### config.mk
export PLATFORM = sky130hd
export DESIGN_NAME = sensor_ring_direction_percent_unit
export DESIGN_NICKNAME = d
export VERILOG_FILES = /design/src/sv/srdp_pkg.sv /design/src/sv/srdp_accum.sv /design/src/sv/srdp_div.sv /design/src/sv/sensor_ring_direction_percent_unit.sv
export SDC_FILE = /design/constraint.sdc
export NUM_CORES = 1
export LEC_CHECK = 0
export BUFFER_PORTS_ARGS = -buffer_cell sky130_fd_sc_hd__buf_2
export CORE_ASPECT_RATIO = 0.8
export CORE_MARGIN = 2
export CORE_UTILIZATION = 55
export DETAILED_ROUTE_END_ITERATION = 12
export HOLD_SLACK_MARGIN = 0.02
export PLACE_DENSITY = 0.8
export SLEW_MARGIN = 20
export SYNTH_ARGS = -nofsm -noshare
export SYNTH_HDL_FRONTEND = slang
export SYNTH_HIERARCHICAL = 1
export SYNTH_SLANG_ARGS = --single-unit
### constraint.sdc
create_clock -name clk -period 5.4 [get_ports clk]
set_input_delay 1.08 -clock clk [delete_from_list [all_inputs] [get_ports clk]]
set_output_delay 1.08 -clock clk [all_outputs]
set_load 0.02 [all_outputs]
### src/sv/srdp_pkg.sv
// ----------------------------------------------------------------------------
// srdp_pkg
// Types, constants and the channel-to-group map for the sensor ring
// direction percent unit.
// ----------------------------------------------------------------------------
`default_nettype none

package srdp_pkg;

	localparam int SAMPLE_BITS_DEF = 10;
	localparam int SUM_BITS_DEF    = 20;
	localparam int CHAN_W          = 5;
	localparam int SAMPLE_W        = SAMPLE_BITS_DEF;
	localparam int PCT_W           = 7;
	localparam int NUM_GROUPS      = 4;
	localparam int GRP_IDX_W       = 2;
	localparam int STEP_W          = 3;
	localparam int PCT_SCALE       = 100;

	typedef enum logic [2:0] {
		GRP_LEFT  = 3'd0,
		GRP_RIGHT = 3'd1,
		GRP_FRONT = 3'd2,
		GRP_BACK  = 3'd3,
		GRP_NONE  = 3'd4
	} grp_t;

	typedef struct packed {
		logic [CHAN_W-1:0]   chan;
		logic [SAMPLE_W-1:0] sample;
		logic                last;
	} item_t;

	typedef struct packed {
		logic [PCT_W-1:0] left_pct;
		logic [PCT_W-1:0] right_pct;
		logic [PCT_W-1:0] front_pct;
		logic [PCT_W-1:0] back_pct;
		logic             zero_total;
	} result_t;

	// fixed channel map of the ring, channel 31 belongs to no group
	function automatic grp_t group_of(input logic [CHAN_W-1:0] chan);
		grp_t g;
		unique case (chan) inside
			[5'd0:5'd4], [5'd26:5'd30]:                  g = GRP_BACK;
			[5'd5:5'd9], 5'd11, 5'd13:                   g = GRP_LEFT;
			5'd10, 5'd12, 5'd14, 5'd16, 5'd18, 5'd20:    g = GRP_FRONT;
			5'd15, 5'd17, 5'd19, [5'd21:5'd25]:          g = GRP_RIGHT;
			default:                                     g = GRP_NONE;
		endcase
		return g;
	endfunction

endpackage

`default_nettype wire

### src/sv/srdp_accum.sv
// ----------------------------------------------------------------------------
// srdp_accum
// Four saturating group sums, one sample added per accepted transaction on a mapped channel.
// ----------------------------------------------------------------------------
`default_nettype none

module srdp_accum
	import srdp_pkg::*;
#(
	parameter int SUM_BITS = SUM_BITS_DEF
) (
	input  wire logic                                 clk,
	input  wire logic                                 arst_n,
	input  wire logic                                 add_en,
	input  wire logic [CHAN_W-1:0]                    chan,
	input  wire logic [SAMPLE_W-1:0]                  sample,
	input  wire logic                                 clear,
	output logic      [NUM_GROUPS-1:0][SUM_BITS-1:0]  sums
);

	localparam logic [SUM_BITS-1:0] SUM_MAX = '1;

	grp_t                             grp;
	logic [SUM_BITS:0]                add_sum;
	logic [SUM_BITS-1:0]              sat_sum;
	logic [GRP_IDX_W-1:0]             grp_idx;
	logic [NUM_GROUPS-1:0][SUM_BITS-1:0] sums_q;

	assign grp     = group_of(chan);
	assign grp_idx = grp[GRP_IDX_W-1:0];
	assign add_sum = {1'b0, sums_q[grp_idx]} + (SUM_BITS+1)'(sample);
	assign sat_sum = add_sum[SUM_BITS] ? SUM_MAX : add_sum[SUM_BITS-1:0];

	always_ff @(posedge clk or negedge arst_n) begin
		if (!arst_n) begin
			sums_q <= '0;
		end else if (clear) begin
			sums_q <= '0;
		end else if (add_en && grp != GRP_NONE) begin
			sums_q[grp_idx] <= sat_sum;
		end
	end

	assign sums = sums_q;

endmodule

`default_nettype wire

### src/sv/srdp_div.sv
// ----------------------------------------------------------------------------
// srdp_div
// Shared restoring divider: (200 * part + total) / (2 * total), one quotient
// bit per cycle, seven quotient bits per start.
// ----------------------------------------------------------------------------
`default_nettype none

module srdp_div
	import srdp_pkg::*;
#(
	parameter int SUM_BITS = SUM_BITS_DEF
) (
	input  wire logic                  clk,
	input  wire logic                  arst_n,
	input  wire logic                  start,
	input  wire logic [SUM_BITS-1:0]   part,
	input  wire logic [SUM_BITS+1:0]   total,
	output logic                       done,
	output logic      [PCT_W-1:0]      quot
);

	localparam int NUM_W = SUM_BITS + 9;

	logic [NUM_W-1:0]  part_x;
	logic [NUM_W-1:0]  num_init;
	logic [NUM_W-1:0]  den_init;
	logic [NUM_W-1:0]  rem_q;
	logic [NUM_W-1:0]  den_q;
	logic [PCT_W-1:0]  quot_q;
	logic [STEP_W-1:0] step_q;
	logic              busy_q;
	logic              done_q;
	logic              ge;

	// 200 * part as shift-adds, plus total for round half up
	assign part_x   = NUM_W'(part);
	assign num_init = (part_x << 7) + (part_x << 6) + (part_x << 3) + NUM_W'(total);
	// quotient stays below 128, so the first trial is 2*total << 6
	assign den_init = NUM_W'(total) << PCT_W;
	assign ge       = rem_q >= den_q;

	always_ff @(posedge clk or negedge arst_n) begin
		if (!arst_n) begin
			busy_q <= 1'b0;
			done_q <= 1'b0;
			step_q <= '0;
		end else begin
			done_q <= 1'b0;
			if (start) begin
				busy_q <= 1'b1;
				step_q <= '0;
			end else if (busy_q) begin
				if (step_q == STEP_W'(PCT_W-1)) begin
					busy_q <= 1'b0;
					done_q <= 1'b1;
				end else begin
					step_q <= step_q + 1'b1;
				end
			end
		end
	end

	always_ff @(posedge clk) begin
		if (start) begin
			rem_q  <= num_init;
			den_q  <= den_init;
			quot_q <= '0;
		end else if (busy_q) begin
			if (ge) begin
				rem_q <= rem_q - den_q;
			end
			den_q  <= den_q >> 1;
			quot_q <= {quot_q[PCT_W-2:0], ge};
		end
	end

	assign done = done_q;
	assign quot = quot_q;

endmodule

`default_nettype wire

### src/sv/sensor_ring_direction_percent_unit.sv
// ----------------------------------------------------------------------------
// sensor_ring_direction_percent_unit
// Sums one scan of the 31-channel ring into four direction groups and reports
// each group's rounded share of the scan total when the last sample arrives.
// ----------------------------------------------------------------------------
//  channel  | valid         | stall         | payload
//  ---------+---------------+---------------+----------------------------
//  input    | item_valid    | item_stall    | item   (chan, sample, last)
//  output   | result_valid  | result_stall  | result (four pct, zero_total)
//
//  samples without last are taken back to back; a last sample is taken, then the total
//  is registered, each group runs on the shared divider (load, quotient bits, collect)
//  and the result is handed over; with a zero total the divider is skipped
//  item_stall is high from the last sample until the result is registered
//  a held result stalls the next scan only at its final hand-over
//  reset clears the group sums and the sequencer
// ----------------------------------------------------------------------------
`default_nettype none

module sensor_ring_direction_percent_unit
	import srdp_pkg::*;
#(
	parameter int SUM_BITS = SUM_BITS_DEF
) (
	input  wire logic    clk,
	input  wire logic    arst_n,
	input  wire logic    item_valid,
	output logic         item_stall,
	input  wire item_t   item,
	output logic         result_valid,
	input  wire logic    result_stall,
	output result_t      result
);

	localparam int TOT_W = SUM_BITS + 2;

	typedef enum logic [2:0] {
		ST_IDLE,
		ST_TOTAL,
		ST_LOAD,
		ST_DIV,
		ST_DONE
	} state_t;

	state_t                              state_q;
	logic [GRP_IDX_W-1:0]                grp_q;
	logic [TOT_W-1:0]                    total_q;
	logic                                zero_q;
	logic [PCT_W-1:0]                    pct_q [NUM_GROUPS];
	result_t                             result_q;
	logic                                result_valid_q;
	logic [NUM_GROUPS-1:0][SUM_BITS-1:0] sums;
	logic                                accept;
	logic                                out_free;
	logic                                clear;
	logic                                div_start;
	logic                                div_done;
	logic [PCT_W-1:0]                    div_quot;
	logic [TOT_W-1:0]                    total_sum;

	assign item_stall = state_q != ST_IDLE;
	assign accept     = item_valid && !item_stall;
	assign out_free   = !result_valid_q || !result_stall;
	assign clear      = state_q == ST_DONE && out_free;
	assign div_start  = state_q == ST_LOAD;
	assign total_sum  = TOT_W'(sums[0]) + TOT_W'(sums[1]) + TOT_W'(sums[2])
		+ TOT_W'(sums[3]);

	srdp_accum #(
		.SUM_BITS (SUM_BITS)
	) u_accum (
		.clk    (clk),
		.arst_n (arst_n),
		.add_en (accept),
		.chan   (item.chan),
		.sample (item.sample),
		.clear  (clear),
		.sums   (sums)
	);

	srdp_div #(
		.SUM_BITS (SUM_BITS)
	) u_div (
		.clk    (clk),
		.arst_n (arst_n),
		.start  (div_start),
		.part   (sums[grp_q]),
		.total  (total_q),
		.done   (div_done),
		.quot   (div_quot)
	);

	always_ff @(posedge clk or negedge arst_n) begin
		if (!arst_n) begin
			state_q        <= ST_IDLE;
			grp_q          <= '0;
			result_valid_q <= 1'b0;
			result_q       <= '0;
		end else begin
			if (result_valid_q && !result_stall) begin
				result_valid_q <= 1'b0;
			end
			unique case (state_q)
				ST_IDLE: begin
					if (accept && item.last) begin
						state_q <= ST_TOTAL;
					end
				end
				ST_TOTAL: begin
					grp_q   <= '0;
					state_q <= (total_sum == '0) ? ST_DONE : ST_LOAD;
				end
				ST_LOAD: begin
					state_q <= ST_DIV;
				end
				ST_DIV: begin
					if (div_done) begin
						if (grp_q == GRP_IDX_W'(NUM_GROUPS-1)) begin
							state_q <= ST_DONE;
						end else begin
							grp_q   <= grp_q + 1'b1;
							state_q <= ST_LOAD;
						end
					end
				end
				ST_DONE: begin
					if (out_free) begin
						result_q.left_pct   <= zero_q ? '0 : pct_q[GRP_IDX_W'(GRP_LEFT)];
						result_q.right_pct  <= zero_q ? '0 : pct_q[GRP_IDX_W'(GRP_RIGHT)];
						result_q.front_pct  <= zero_q ? '0 : pct_q[GRP_IDX_W'(GRP_FRONT)];
						result_q.back_pct   <= zero_q ? '0 : pct_q[GRP_IDX_W'(GRP_BACK)];
						result_q.zero_total <= zero_q;
						result_valid_q      <= 1'b1;
						state_q             <= ST_IDLE;
					end
				end
				default: state_q <= ST_IDLE;
			endcase
		end
	end

	always_ff @(posedge clk) begin
		if (state_q == ST_TOTAL) begin
			total_q <= total_sum;
			zero_q  <= total_sum == '0;
		end
		if (state_q == ST_DIV && div_done) begin
			pct_q[grp_q] <= div_quot;
		end
	end

	assign result_valid = result_valid_q;
	assign result       = result_q;

endmodule

`default_nettype wire

# Word-level counts from Yosys, hierarchy flattened
# Memory sizes are Yosys's and may differ from the RTL's.
# Cells that the tools add are included.
[op_classes]
n_addsub = 10
n_mul = 0
div_mod_pow = 0
order_cmp = 12
eq_ne = 23
shift = 0
mux = 43
bitwise = 0
n_reduce_logical = 31
[op_table]
columns = ["operator", "n"]
rows = [
  ["two-way mux 80 bit", 2],
  ["two-way mux 29 bit", 5],
  ["binary-select mux 20 bit (select 2 bit)", 2],
  ["bitwise mux 80 bit", 1],
  ["two-way mux 20 bit", 4],
  ["demux 20 bit (select 2 bit)", 1],
  ["== test 5 x 4 -> 1 bit, second input constant", 6],
  ["adder 29 x 22 -> 29 bit", 1],
  ["adder 29 x 23 -> 29 bit", 1],
  ["greater-or-equal comparator 29 bit", 1],
  ["subtractor 29 bit", 1],
  ["adder 27 x 26 -> 28 bit", 1],
  ["two-way mux 7 bit", 4],
  ["== test 5 bit, second input constant", 5],
  ["two-way mux 3 bit", 8],
  ["adder 21 x 20 -> 22 bit", 1],
  ["adder 22 x 20 -> 22 bit", 1],
  ["logical NOT 22 bit", 1],
  ["adder 20 x 10 -> 21 bit", 1],
  ["adder 20 x 20 -> 21 bit", 1],
  ["case mux 3 bit (5 select lines)", 1],
  ["case mux 3 bit (4 select lines)", 1],
  ["logical AND 1 bit", 11],
  ["two-way mux 1 bit", 11],
  ["other kinds (30)", 47],
]
[word_totals]
regBits = 208
latchBits = 0
mem_bits_rw = 28
romBits = 0
in_bits = 20
out_inout_bits = 31
mem_count = 1
[memory_table]
columns = ["name", "words", "width", "read_ports", "rd_ports_with_merged_regs", "wr", "line_no", "source"]
rows = [
  ["pct_q", 4, 7, 4, 0, 1, "sensor_ring_direction_percent_unit.sv:49", "logic [PCT_W-1:0] pct_q [NUM_GROUPS];"],
]

# Logic depth before layout (Yosys ltp)
# Gate-level depths: netlist of the first run.
[depth]
depth_word = 11
depth_mapped = 20

# By module
# Netlist of the first run, hierarchy kept.
[by_module_without_submodules]
columns = ["module", "instances", "cells_per_inst", "area_per_inst_um2"]
rows = [
  ["srdp_div", 1, 738, 6690.2],
  ["sensor_ring_direction_percent_unit", 1, 551, 5921.9],
  ["srdp_accum", 1, 448, 4301.6],
]

# Worst setup path before layout of the first run
# Ideal clock, no wire load.
[synth_path]
path_type = "input to register"
from = "input item[13] (netlist bit)"
to = "register u_accum.sums_q (netlist bit u_accum/sums[24])"
setup_time_ps = 77
t_arrival_ps = 4841
t_required_ps = 5323
path_slack_ps = 482
cell_stages = 19
path_cell_list = "o21ai_1 -> a2bb2oi_1 -> buf_2 -> or2_2 -> clkbuf_1 -> o22ai_1 -> nor3_1 -> ha_1 -> inv_1 -> fa_1 -> nor2b_1 -> o21ai_0 -> a21boi_0 -> o21a_1 -> o21ai_0 -> or4_1 -> buf_4 -> o21a_4 -> o21ai_2"
[synth_via]
elab_chain_len = 11
[synth_lines]
columns = ["item", "line_no", "source"]
rows = [
  ["start: declaration", "sensor_ring_direction_percent_unit.sv:29", "input wire item_t item,"],
  ["greater-or-equal comparator 5 bit (implied by the code) (tied with other cells)", "srdp_accum.sv:29", "assign grp = group_of(chan);"],
  ["logical AND 1 bit (implied by the code)", "srdp_accum.sv:29", ""],
  ["OR reduction 4 bit (tied with other cells)", "srdp_pkg.sv:45", "unique case (chan) inside"],
  ["case mux 3 bit (4 select lines) *", "srdp_pkg.sv:45", ""],
  ["binary-select mux 20 bit (select 2 bit) (tied with other cells)", "srdp_accum.sv:31", "assign add_sum = {1'b0, sums_q[grp_idx]} + (SUM_BITS+1)'(sample);"],
  ["two-way mux 20 bit (implied by the code) or logical AND 1 bit (tied branches)", "srdp_accum.sv:31, srdp_accum.sv:40", ""],
  ["adder 20 x 10 -> 21 bit or two-way mux 20 bit (tied branches)", "srdp_accum.sv:31, srdp_accum.sv:40", ""],
  ["two-way mux 20 bit or demux 20 bit (select 2 bit) (tied branches)", "--", ""],
  ["bitwise mux 80 bit", "srdp_accum.sv:40", "sums_q[grp_idx] <= sat_sum;"],
  ["two-way mux 80 bit", "srdp_accum.sv:39", "end else if (add_en && grp != GRP_NONE) begin"],
  ["two-way mux 80 bit", "srdp_accum.sv:37", "end else if (clear) begin"],
  ["end signal: indexed assignment", "srdp_accum.sv:40", ""],
  ["end: declaration", "srdp_accum.sv:27", "logic [NUM_GROUPS-1:0][SUM_BITS-1:0] sums_q;"],
]
# Mark *: on every way between the ends. The rest lies on a longest branch, timed or not. The select of a mux whose other input is x is not followed.
# A chain may end at the register's enable or synchronous reset.

# Final worst setup path of the first run
[layout_path]
from = "register grp_q[0]"
to = "register u_div.rem_q[27] (data pin)"
[layout_via]
elab_chain_len = 6
[layout_lines]
columns = ["item", "line_no", "source"]
rows = [
  ["start: declaration", "sensor_ring_direction_percent_unit.sv:46", "logic [GRP_IDX_W-1:0] grp_q;"],
  ["start signal: assignment", "sensor_ring_direction_percent_unit.sv:121", "grp_q <= grp_q + 1'b1;"],
  ["binary-select mux 20 bit (select 2 bit) *", "sensor_ring_direction_percent_unit.sv:87", ".part (sums[grp_q]),"],
  ["two-way mux 20 bit (implied by the code) *", "sensor_ring_direction_percent_unit.sv:87", ""],
  ["adder 27 x 26 -> 28 bit", "srdp_div.sv:37", "assign num_init = (part_x << 7) + (part_x << 6) + (part_x << 3) + NUM_W'(total);"],
  ["adder 29 x 23 -> 29 bit *", "srdp_div.sv:37", ""],
  ["adder 29 x 22 -> 29 bit *", "srdp_div.sv:37", ""],
  ["two-way mux 29 bit *", "srdp_div.sv:64", "if (start) begin"],
  ["end signal: assignment", "srdp_div.sv:65", "rem_q <= num_init;"],
  ["end signal: assignment", "srdp_div.sv:70", "rem_q <= rem_q - den_q;"],
  ["end: declaration", "srdp_div.sv:27", "logic [NUM_W-1:0] rem_q;"],
]
# Marks and branches as above.

==> metrics.txt, run 1 <==
status=finished, final reports clean; first-iteration detailed-routing DRC count=1331; Top Layer Used=met5; cell taking the most area after synthesis=edfxtp_1; async set or reset register ratio after synthesis=0.508; post-synth cell types=87; dpl ws=0.0318 ns; placed cell count=2145; Nets=1956; Worst Hold Class=flop to flop; RR Startpoint=grp_q[0]; CTS Sinks=236; FF-to-FF setup slack=0.43 ns; Syn Inst Count=1737; Critical Path, Cell by Cell=buf_12 > mux4_2 > inv_1 > fa_1 > fa_1 > inv_1 > ha_1 > nand2_1 > o21ai_0 > or4_1 > nor2_1 > o31a_1 > nand2b_1 > a311o_1 > o211a_1; fin crit period=4.97 ns; commonest non-fill, non-tap cell in the layout=inv_1; Min Hold Slack=0.474 ns; Least-Margin Pin Slew=1.17 ns; total global-route track usage=0.283; Buf/Inv on CP=3; Vias=13400; CTS tree=done; Synth Register Bits=236; number of flops mapped to enable cells by yosys=102; Syn Nets=1934; I/O Buffers=50; Post-CTS Setup Repair Bufs=0; cell count along the critical path=15; wire per inst=20.1 um; hold depth=2; DRC=0; dpl hpwl=32700 um; num rows=57; max-slew violations=0; area share of the largest cell type after synthesis=0.181; top cells by area, synth=edfxtp_1 18%, dfrtp_1 18%, fa_1 8.9%; met2 routed wirelength=19600 um; Max Clk Rate=201 MHz; chip width=200 um; FILL cells=2422; Setup TNS=0 ns; DIE AREA=0.0322 mm2; final hold viol count=0; Max transition margin=0.217; 1st-pass router iterations=7; P_leak=8.23 nW; gp weighted congestion=0.987; fin cells=2191; CP Class=flop to flop; Worst path slowest cell=mux4_2; mean post-synth cell area=9.74 um2; Max-Cap Viols=0; final WL=44000 um; pwr dens=707 mW/mm2; die height=161 um; post-route ant nets=0; HP Start=result[22]; CTS max path bufs=3; area grow syn2layout=9.17%; main flop type after synthesis=dfrtp_1; r2r endpoint=u_div/rem_q[27]; RSZ-0062 raised after global routing=false; setup skew after layout=0.0174 ns; Setup crit end kind=flop; Final Setup Violations=0; R2R depth=15; vias per cell=6.12; layout cells sized above 1=0.112; worst skew pair latency=0.56 ns; cell family contributing the most delay on the critical path=adder cells; final design utilization=0.609; Final period util=0.921; largest net degree at the start of global routing=79; Warnings, synthesis=6; commonest non-fill, non-tap cells in the layout=243 x inv_1, 154 x nand2_1, 120 x dfrtp_1, 114 x o21ai_0; CTS Hold Bufs=0; M1 wire length=18300 um; n_diodes=0; num ports=51; Initial Utilization=0.558; clk slew on worst S/H paths=0.06 ns; first-pass GRT wire length=71200 um; worst hold endpoint=result[22]; CP Max Fanout=22; Critical Path RT=5.71 ns; initial antenna violation count=2; Worst Path Arrival=5.28 ns; Max VDD drop=0.360 mV; critical path startpoint category=flop; global route overflow=0; Final Worst Setup Slack=0.429 ns; metal3 WL=4300 um; Post-Syn Area=0.0169 mm2; post_cts resized=0; post-synthesis sequential area ratio=0.375; Worst path max stage delay=0.60 ns; Core Footprint=0.0303 mm2; Clock H-tree levels=1; CTS Buf Count=25; CTS root buf=clkbuf_16; vias in the first global route=13100
layer usage:
metal | GRT usage | up-vias
met2 | 0.433 | 683
met3 | 0.0624 | 133
li1 | - | 6123
met1 | 0.399 | 6471
met4 | 0.101 | 2
met5 | 0 | -
synthesized netlist by cell type (36+ instances only):
library cell  number
a21o_1            36
nor2_1           104
a22o_1            62
edfxtp_1         102
nand2_1          154
o21ai_0          114
fa_1              75
nand2b_1          39
inv_1            243
xnor2_1           38
a21oi_1           91
dfrtp_1          120
ha_1             102
clkbuf_1          61
how the worst max path moves through the flow:
stage	startpoint	end	slack, ns
after floorplan	item[13]	u_accum/sums[24]	0.48
after global routing	grp_q[0]	u_div/rem_q[24]	0.13
final	grp_q[0]	u_div/rem_q[27]	0.43
after detailed placement	item[11]	u_accum/sums[24]	0.03
after global placement	item[11]	u_accum/sums[24]	0.22
after CTS	grp_q[0]	u_div/rem_q[27]	0.42
layout make-up:
cell class,count,area [um2],area share
Clock buffer,39,782,0.0423
Clock inverter,7,80.1,0.00434
Inverter,243,912,0.0494
Multi-Input combinational cell,1180,9390,0.509
Sequential cell,236,6350,0.344
Tap cell,413,517,0.0280
Timing Repair Buffer,73,438,0.0237
tightest hold or removal path, cell delays in order, from the launching register on:
cell and delay, ns:
dfrtp_1 0.33, nand2_1 0.05, o21ai_0 0.06
per-stage QoR:
step / total power, mW / area [um2]
3_3_place_gp: 10.7 / 17600
6_report: 13.1 / 18500
5_1_grt: 14.1 / 18500
3_5_place_dp: 11.0 / 17600
2_1_floorplan: 9.04 / 16900
4_1_cts: 13.0 / 18500
where the power goes:
part	internal (mW)	switching, mW
Sequential	2.60	0.397
Clock	1.05	0.737
Combinational	3.30	4.97
Total	6.95	6.11
sequential cells by signal, indices dropped and copies added, names as in the netlist:
| name | flops |
|---|---|
| grp_q | 2 |
| pct_q | 28 |
| result | 29 |
| result_valid | 1 |
| state_q | 3 |
| total_q | 22 |
| u_accum/sums | 80 |
| u_div/busy_q | 1 |
| u_div/den_q | 29 |
| u_div/done | 1 |
| u_div/quot | 7 |
| u_div/rem_q | 29 |
| u_div/step_q | 3 |
| zero_q | 1 |
logic make-up (layout without fill, tap and decap cells):
logic type	count (synthesis)	in the layout	share of synthesized area
XOR/XNOR	64	64	0.0331
AO/OA/AOI/OAI	460	460	0.189
flip-flops	236	236	0.375
AND/OR/NAND/NOR	438	438	0.126
adder cells (fa/ha/maj)	177	177	0.164
buffers and inverters	321	362	0.0729
multiplexers	41	41	0.0394
No activity file was read; power rests on OpenSTA's default activity.
==> run 2: changes to the inputs <==
--- a/config.mk
+++ b/config.mk
@@ -5,6 +5,7 @@
 export SDC_FILE = /design/constraint.sdc
 export NUM_CORES = 1
 export LEC_CHECK = 0
+export ABC_AREA = 1
 export BUFFER_PORTS_ARGS = -buffer_cell sky130_fd_sc_hd__buf_2
 export CORE_ASPECT_RATIO = 0.8
 export CORE_MARGIN = 2
==> run 2 against run 1 <==
Against the previous run:
- cell area increased by 9.1%
- setup slack improved by 0.13 ns
- critical path depth is 1 higher
- flip-flop and latch count did not move
==> metrics.txt, run 2 <==
CTS Hold Bufs=0 (unchanged); num ports=51 (unchanged); status=finished, final reports clean; main flop type after synthesis=dfrtp_1; setup skew after layout=0.0249 ns (+0.00744 ns); vias per cell=5.63 (-8.1%); Warnings, synthesis=6 (unchanged); Initial Utilization=0.557 (-0.00118); total global-route track usage=0.294 (+0.0106); Worst Path Arrival=5.16 ns (-0.12 ns); RSZ-0062 raised after global routing=false; Final period util=0.897 (-0.0239); max-slew violations=0 (unchanged); dpl ws=0.352 ns (+0.320 ns); met2 routed wirelength=23000 um (+17%); number of flops mapped to enable cells by yosys=102 (unchanged); post-route ant nets=0 (unchanged); first-pass GRT wire length=83300 um (+17%); pwr dens=193 mW/mm2 (-73%); layout cells sized above 1=0.0986 (-0.0133); Setup crit end kind=flop; gp weighted congestion=0.983 (-0.36%); Min Hold Slack=0.462 ns (-0.0116 ns); critical path startpoint category=flop; final design utilization=0.602 (-0.00763); Top Layer Used=met4; Post-Syn Area=0.0186 mm2 (+10%); num rows=60 (+5.3%); Core Footprint=0.0335 mm2 (+10%); 1st-pass router iterations=6 (-1); hold depth=1 (-1); max FFs per register=80 (unchanged); Syn Inst Count=2502 (+44%); cell taking the most area after synthesis=edfxtp_1; Final Setup Violations=0 (unchanged); Post-CTS Setup Repair Bufs=0 (unchanged); Clock H-tree levels=1 (unchanged); post-synthesis sequential area ratio=0.340 (-0.0348); HP Start=pct_q[3][4]; I/O Buffers=50 (unchanged); Final Worst Setup Slack=0.558 ns (+0.129 ns); worst hold endpoint=result[5]; final hold viol count=0 (unchanged); clk slew on worst S/H paths=0.07 ns (about the same); Max transition margin=0.251 (+0.0339); wire per inst=17.4 um (-13%); metal3 WL=5740 um (+34%); CTS tree=done; RR Startpoint=grp_q[1]; commonest non-fill, non-tap cells in the layout=741 x nand2_1, 486 x inv_1, 137 x nor2_1, 129 x a21oi_1, 120 x dfrtp_1; FILL cells=2986 (+23%); Vias=16900 (+26%); most frequent cell after synthesis=nand2_1; vias in the first global route=16100 (+23%); CTS max path bufs=3 (unchanged); M1 wire length=22600 um (+23%); Critical Path RT=5.72 ns (about the same); die height=169 um (+4.9%); top cells by area, synth=edfxtp_1 16%, dfrtp_1 16%, nand2_1 15%; post_cts resized=0 (unchanged); largest net degree at the start of global routing=73 (-7.6%); Least-Margin Pin Slew=1.12 ns (-0.0508 ns); Setup TNS=0 ns (unchanged); Commonest cells post-synth=742 x nand2_1, 487 x inv_1, 143 x nor2_1, 129 x a21oi_1, 120 x dfrtp_1; commonest non-fill, non-tap cell in the layout=nand2_1; dpl hpwl=40700 um (+25%); Max Clk Rate=207 MHz (+2.7%); placed cell count=2954 (+38%); fin crit period=4.84 ns (-0.129 ns); FF-to-FF setup slack=0.56 ns (+0.13 ns); Syn Nets=2699 (+40%); R2R depth=16 (+1); area share of the largest cell type after synthesis=0.164 (-0.0168); CTS Buf Count=25 (unchanged); initial antenna violation count=0 (-2); first-iteration detailed-routing DRC count=2026 (+52%); area grow syn2layout=8.03%; post-synth cell types=53 (-39%); CTS Sinks=236 (unchanged); Synth Register Bits=236 (unchanged); mean post-synth cell area=7.45 um2 (-23%); Nets=2744 (+40%); CP Max Fanout=27 (+23%); DRC=0 (unchanged); async set or reset register ratio after synthesis=0.508 (unchanged); global route overflow=0 (unchanged); Worst Hold Class=flop to flop; r2r endpoint=u_div/rem_q[25]; Max-Cap Viols=0 (unchanged); n_diodes=0 (unchanged); chip width=210 um (+4.9%); fin cells=3000 (+37%); final WL=52300 um (+19%); DIE AREA=0.0354 mm2 (+10%); worst skew pair latency=0.57 ns (about the same); CP Class=flop to flop; CTS root buf=clkbuf_16; P_leak=10.4 nW (+27%); Max VDD drop=0.234 mV (-35%)
[run 2: changes by cell type after synthesis, moves of 29 or more]
cell      previous run  this run
a21o_1              36         3
a21oi_1             91       129
a22o_1              62        28
clkbuf_1            61        23
inv_1              243       487
nand2_1            154       742
nand2_2              2        32
nand2b_1            39         0
nand3_1             21       119
nor2_1             104       143
xnor2_1             38         9
[run 2: layout make-up]
cell class                      count  area, um2  area share
Tap cell                          434        543      0.0270
Timing Repair Buffer               66        385      0.0191
Sequential cell                   236       6350       0.315
Multi-Input combinational cell   1699      10100       0.503
Inverter                          519       1950      0.0969
Clock buffer                       37        691      0.0343
Clock inverter                      9       90.1     0.00447
[run 2: layer usage]
metal	GRT usage	vias up
met1	0.425	7936
met4	0.0648	0
met2	0.462	870
li1	-	7980
met5	0	-
met3	0.0562	95
[run 2: power by group]
| group | internal, mW | switching (mW) | total, mW |
|---|---|---|---|
| registers | 1.86 | 0.0000000000000000281 | 1.86 |
| clock network | 0.941 | 0.756 | 1.70 |
| logic | 0.109 | 0.232 | 0.341 |
[run 2: cells by family (layout without fill, tap and decap cells)]
kind of cell,count (synthesis),after routing,share of synthesized area
fa+ha+maj,177,177,0.149
xor+xnor,17,17,0.00799
flops,236,236,0.340
compound gates,345,345,0.109
buf+inv,567,631,0.118
simple gates,1159,1159,0.276
mux,1,1,0.000604
[run 2: how the worst max path moves through the flow]
| stage | start | end | slack [ns] | depth (start not counted) |
|---|---|---|---|---|
| 6_report | grp_q[1] | u_div/rem_q[25] | 0.56 | 16 |
| 5_1_grt | grp_q[1] | u_div/rem_q[26] | 0.36 | 16 |
| 3_5_place_dp | item[15] | u_accum/sums[22] | 0.35 | 23 |
| 4_1_cts | grp_q[1] | u_div/rem_q[25] | 0.71 | 16 |
| 3_3_place_gp | item[15] | u_accum/sums[79] | 0.57 | 23 |
| 2_1_floorplan | item[12] | u_accum/sums[9] | 1.23 | 23 |
[run 2: critical path, stage by stage (launching register included)]
cell and delay (ns):
dfrtp_1 0.50, inv_1 0.36, buf_4 0.36, a21oi_1 0.07, a21oi_1 0.48, inv_1 0.12
fa_1 0.47, fa_1 0.51, inv_1 0.05, ha_1 0.41, nand4_1 0.23, nor3_1 0.39
nand3_1 0.25, nand3_1 0.15, nand2_1 0.06, nand3_1 0.10, nand2_1 0.07
[run 2: through the flow]
step           cell area (um2)  power, mW
4_1_cts                  20100       3.90
2_1_floorplan            18600       2.14
3_3_place_gp             19300       2.22
5_1_grt                  20100       4.01
3_5_place_dp             19300       2.22
6_report                 20100       3.90
==> run 3: changes to the inputs <==
--- a/config.mk
+++ b/config.mk
@@ -6,13 +6,14 @@
 export NUM_CORES = 1
 export LEC_CHECK = 0
 export ABC_AREA = 1
-export BUFFER_PORTS_ARGS = -buffer_cell sky130_fd_sc_hd__buf_2
 export CORE_ASPECT_RATIO = 0.8
 export CORE_MARGIN = 2
 export CORE_UTILIZATION = 55
+export CTS_CLUSTER_DIAMETER = 40
 export DETAILED_ROUTE_END_ITERATION = 12
+export DONT_BUFFER_PORTS = 1
 export HOLD_SLACK_MARGIN = 0.02
-export PLACE_DENSITY = 0.8
+export PLACE_DENSITY = 0.78
 export SLEW_MARGIN = 20
 export SYNTH_ARGS = -nofsm -noshare
 export SYNTH_HDL_FRONTEND = slang
==> run 3 against run 2 <==
Against the previous run:
- clock skew fell by 0.0045 ns
- total power grew 19%
- first-iteration DRC count down 3.9%
- combinational power down 9.4%
- routed wire length grew 1.5%
- cell area grew 1.3%
- critical endpoint unchanged
- fmax fell by 1.5%
- highest routed layer unchanged
- largest power group is now clock
- via count decreased by 1.5%
- die area did not move
- setup slack worse by 0.075 ns
- sequential power about the same
- largest cell class unchanged
==> metrics.txt, run 3 (same netlist as run 2, synthesis figures left out) <==
DRC=0 (unchanged); DIE AREA=0.0354 mm2 (unchanged); num rows=60 (unchanged); met2 Usage GRT=0.440 (-0.0221); Least-Margin Pin Slew=1.22 ns (+0.0947 ns); r2r endpoint=u_div/rem_q[25]; Cell Area, Placed=0.0191 mm2 (-1.3%); clk slew on worst S/H paths=0.06 ns (about the same); commonest non-fill, non-tap cells in the layout=742 x nand2_1, 485 x inv_1, 137 x nor2_1, 129 x a21oi_1, 120 x dfrtp_1; post_cts resized=0 (unchanged); Setup TNS=0 ns (unchanged); CTS Buf Count=38 (+52%); CP Class=flop to flop; RR Startpoint=grp_q[1]; total global-route track usage=0.302 (+0.00832); global route overflow=0 (unchanged); commonest non-fill, non-tap cell in the layout=nand2_1; Final Worst Setup Slack=0.483 ns (-0.0751 ns); n_diodes=0 (unchanged); met3 usage=0.0560 (-0.000186); status=finished, final reports clean; gp weighted congestion=0.950 (-3.4%); layout cells sized above 1=0.0906 (-0.00801); setup skew after layout=0.0203 ns (-0.00452 ns); GRT busiest layer=met1; chip width=210 um (unchanged); Nets=2706 (-1.4%); Max VDD drop=0.160 mV (-32%); R2R depth=16 (unchanged); CTS Hold Bufs=0 (unchanged); final design utilization=0.609 (+0.00770); Vias=16600 (-1.5%); Final period util=0.911 (+0.0139); crit path from=grp_q[1]; Setup crit end kind=flop; max FFs per register=80 (unchanged); max-slew violations=0 (unchanged); vias in the first global route=15700 (-2.7%); Critical Path RT=5.69 ns (-0.03 ns); Final Setup Violations=0 (unchanged); initial antenna violation count=0 (unchanged); RSZ-0062 raised after global routing=false; Initial Utilization=0.557 (unchanged); die height=169 um (unchanged); critical path startpoint category=flop; Max Clk Rate=203 MHz (-1.5%); first-iteration detailed-routing DRC count=1946 (-3.9%); dpl hpwl=41100 um (+0.88%); num ports=51 (unchanged); FF-to-FF setup slack=0.48 ns (-0.08 ns); CTS tree=done; Clock H-tree levels=2 (+1); FILL cells=2946 (-1.3%); wire per inst=17.9 um (+2.4%); P_leak=10.4 nW (about the same); CP endpoint=u_div/rem_q[25]; CTS Sinks=236 (unchanged); Core Footprint=0.0335 mm2 (unchanged); met1 usage=0.463 (+0.0382); post-route ant nets=0 (unchanged); Post-CTS Setup Repair Bufs=0 (unchanged); fin crit period=4.92 ns (+0.0751 ns); pwr dens=228 mW/mm2 (+18%); CP Max Fanout=15 (-44%); I/O Buffers=0 (-100%); Max-Cap Viols=0 (unchanged); worst skew pair latency=0.54 ns (-0.03 ns); Worst Path Arrival=5.20 ns (+0.04 ns); first-pass GRT wire length=84300 um (+1.1%); final WL=53100 um (+1.5%); dpl ws=0.256 ns (-0.0957 ns); CTS root buf=clkbuf_16; final hold viol count=0 (unchanged); post-route cell area=0.0204 mm2 (+1.3%); largest net degree at the start of global routing=121 (+66%); vias per cell=5.59 (-0.62%); Worst Hold Class=input port to asynchronous set/reset pin; Max transition margin=0.188 (-0.0632); area grow syn2layout=9.42%; 1st-pass router iterations=6 (unchanged); CTS max path bufs=3 (unchanged)
[run 3: how the worst min path moves through the flow]
stage | end | slack (ns)
floorplan | u_div/den_q[0] | 0.43
global placement | result[24] | 0.45
detailed placement | result[13] | 0.45
CTS | result[7] | 0.22
global route | result[7] | 0.22
finish | result[7] | 0.24
[run 3: per-layer routing]
| metal | wire [um] | part of all wire |
|---|---|---|
| met5 | 0 | 0 |
| met4 | 1060 | 0.020 |
| met3 | 5400 | 0.10 |
| met2 | 22100 | 0.42 |
| met1 | 24500 | 0.46 |
[run 3: cell type report]
cell class,count,area (um2),share of cell area
multi-input cells,1699,10100,0.496
flip-flops and latches,236,6350,0.311
inverters,519,1950,0.0957
clock buffers,49,1080,0.0527
well taps,434,543,0.0266
clock inverters,21,230,0.0113
repair buffers,15,125,0.00613
[run 3: metrics by stage]
step	instances	power [mW]	hold WS, ns
2_1_floorplan	2502	2.14	0.432
3_3_place_gp	2903	2.19	0.447
3_5_place_dp	2903	2.19	0.448
4_1_cts	2973	4.67	0.220
5_1_grt	2973	4.79	0.217
6_report	2973	4.65	0.237
[run 3: critical path, cell delays in order, from the launching register on]
cell	delay, ns
dfrtp_1	0.53
inv_1	0.42
buf_4	0.30
o21ai_0	0.12
o22ai_1	0.44
inv_1	0.15
fa_1	0.49
fa_1	0.53
inv_1	0.05
ha_1	0.38
nand2_1	0.16
nor3_1	0.38
nand3_1	0.30
nand3_1	0.17
nand2_1	0.06
nand3_1	0.11
nand2_1	0.06
[run 3: power breakdown]
group / internal [mW] / switching [mW]
registers: 1.86 / 0.0000000000000000742
clock network: 1.51 / 0.977
logic: 0.105 / 0.205
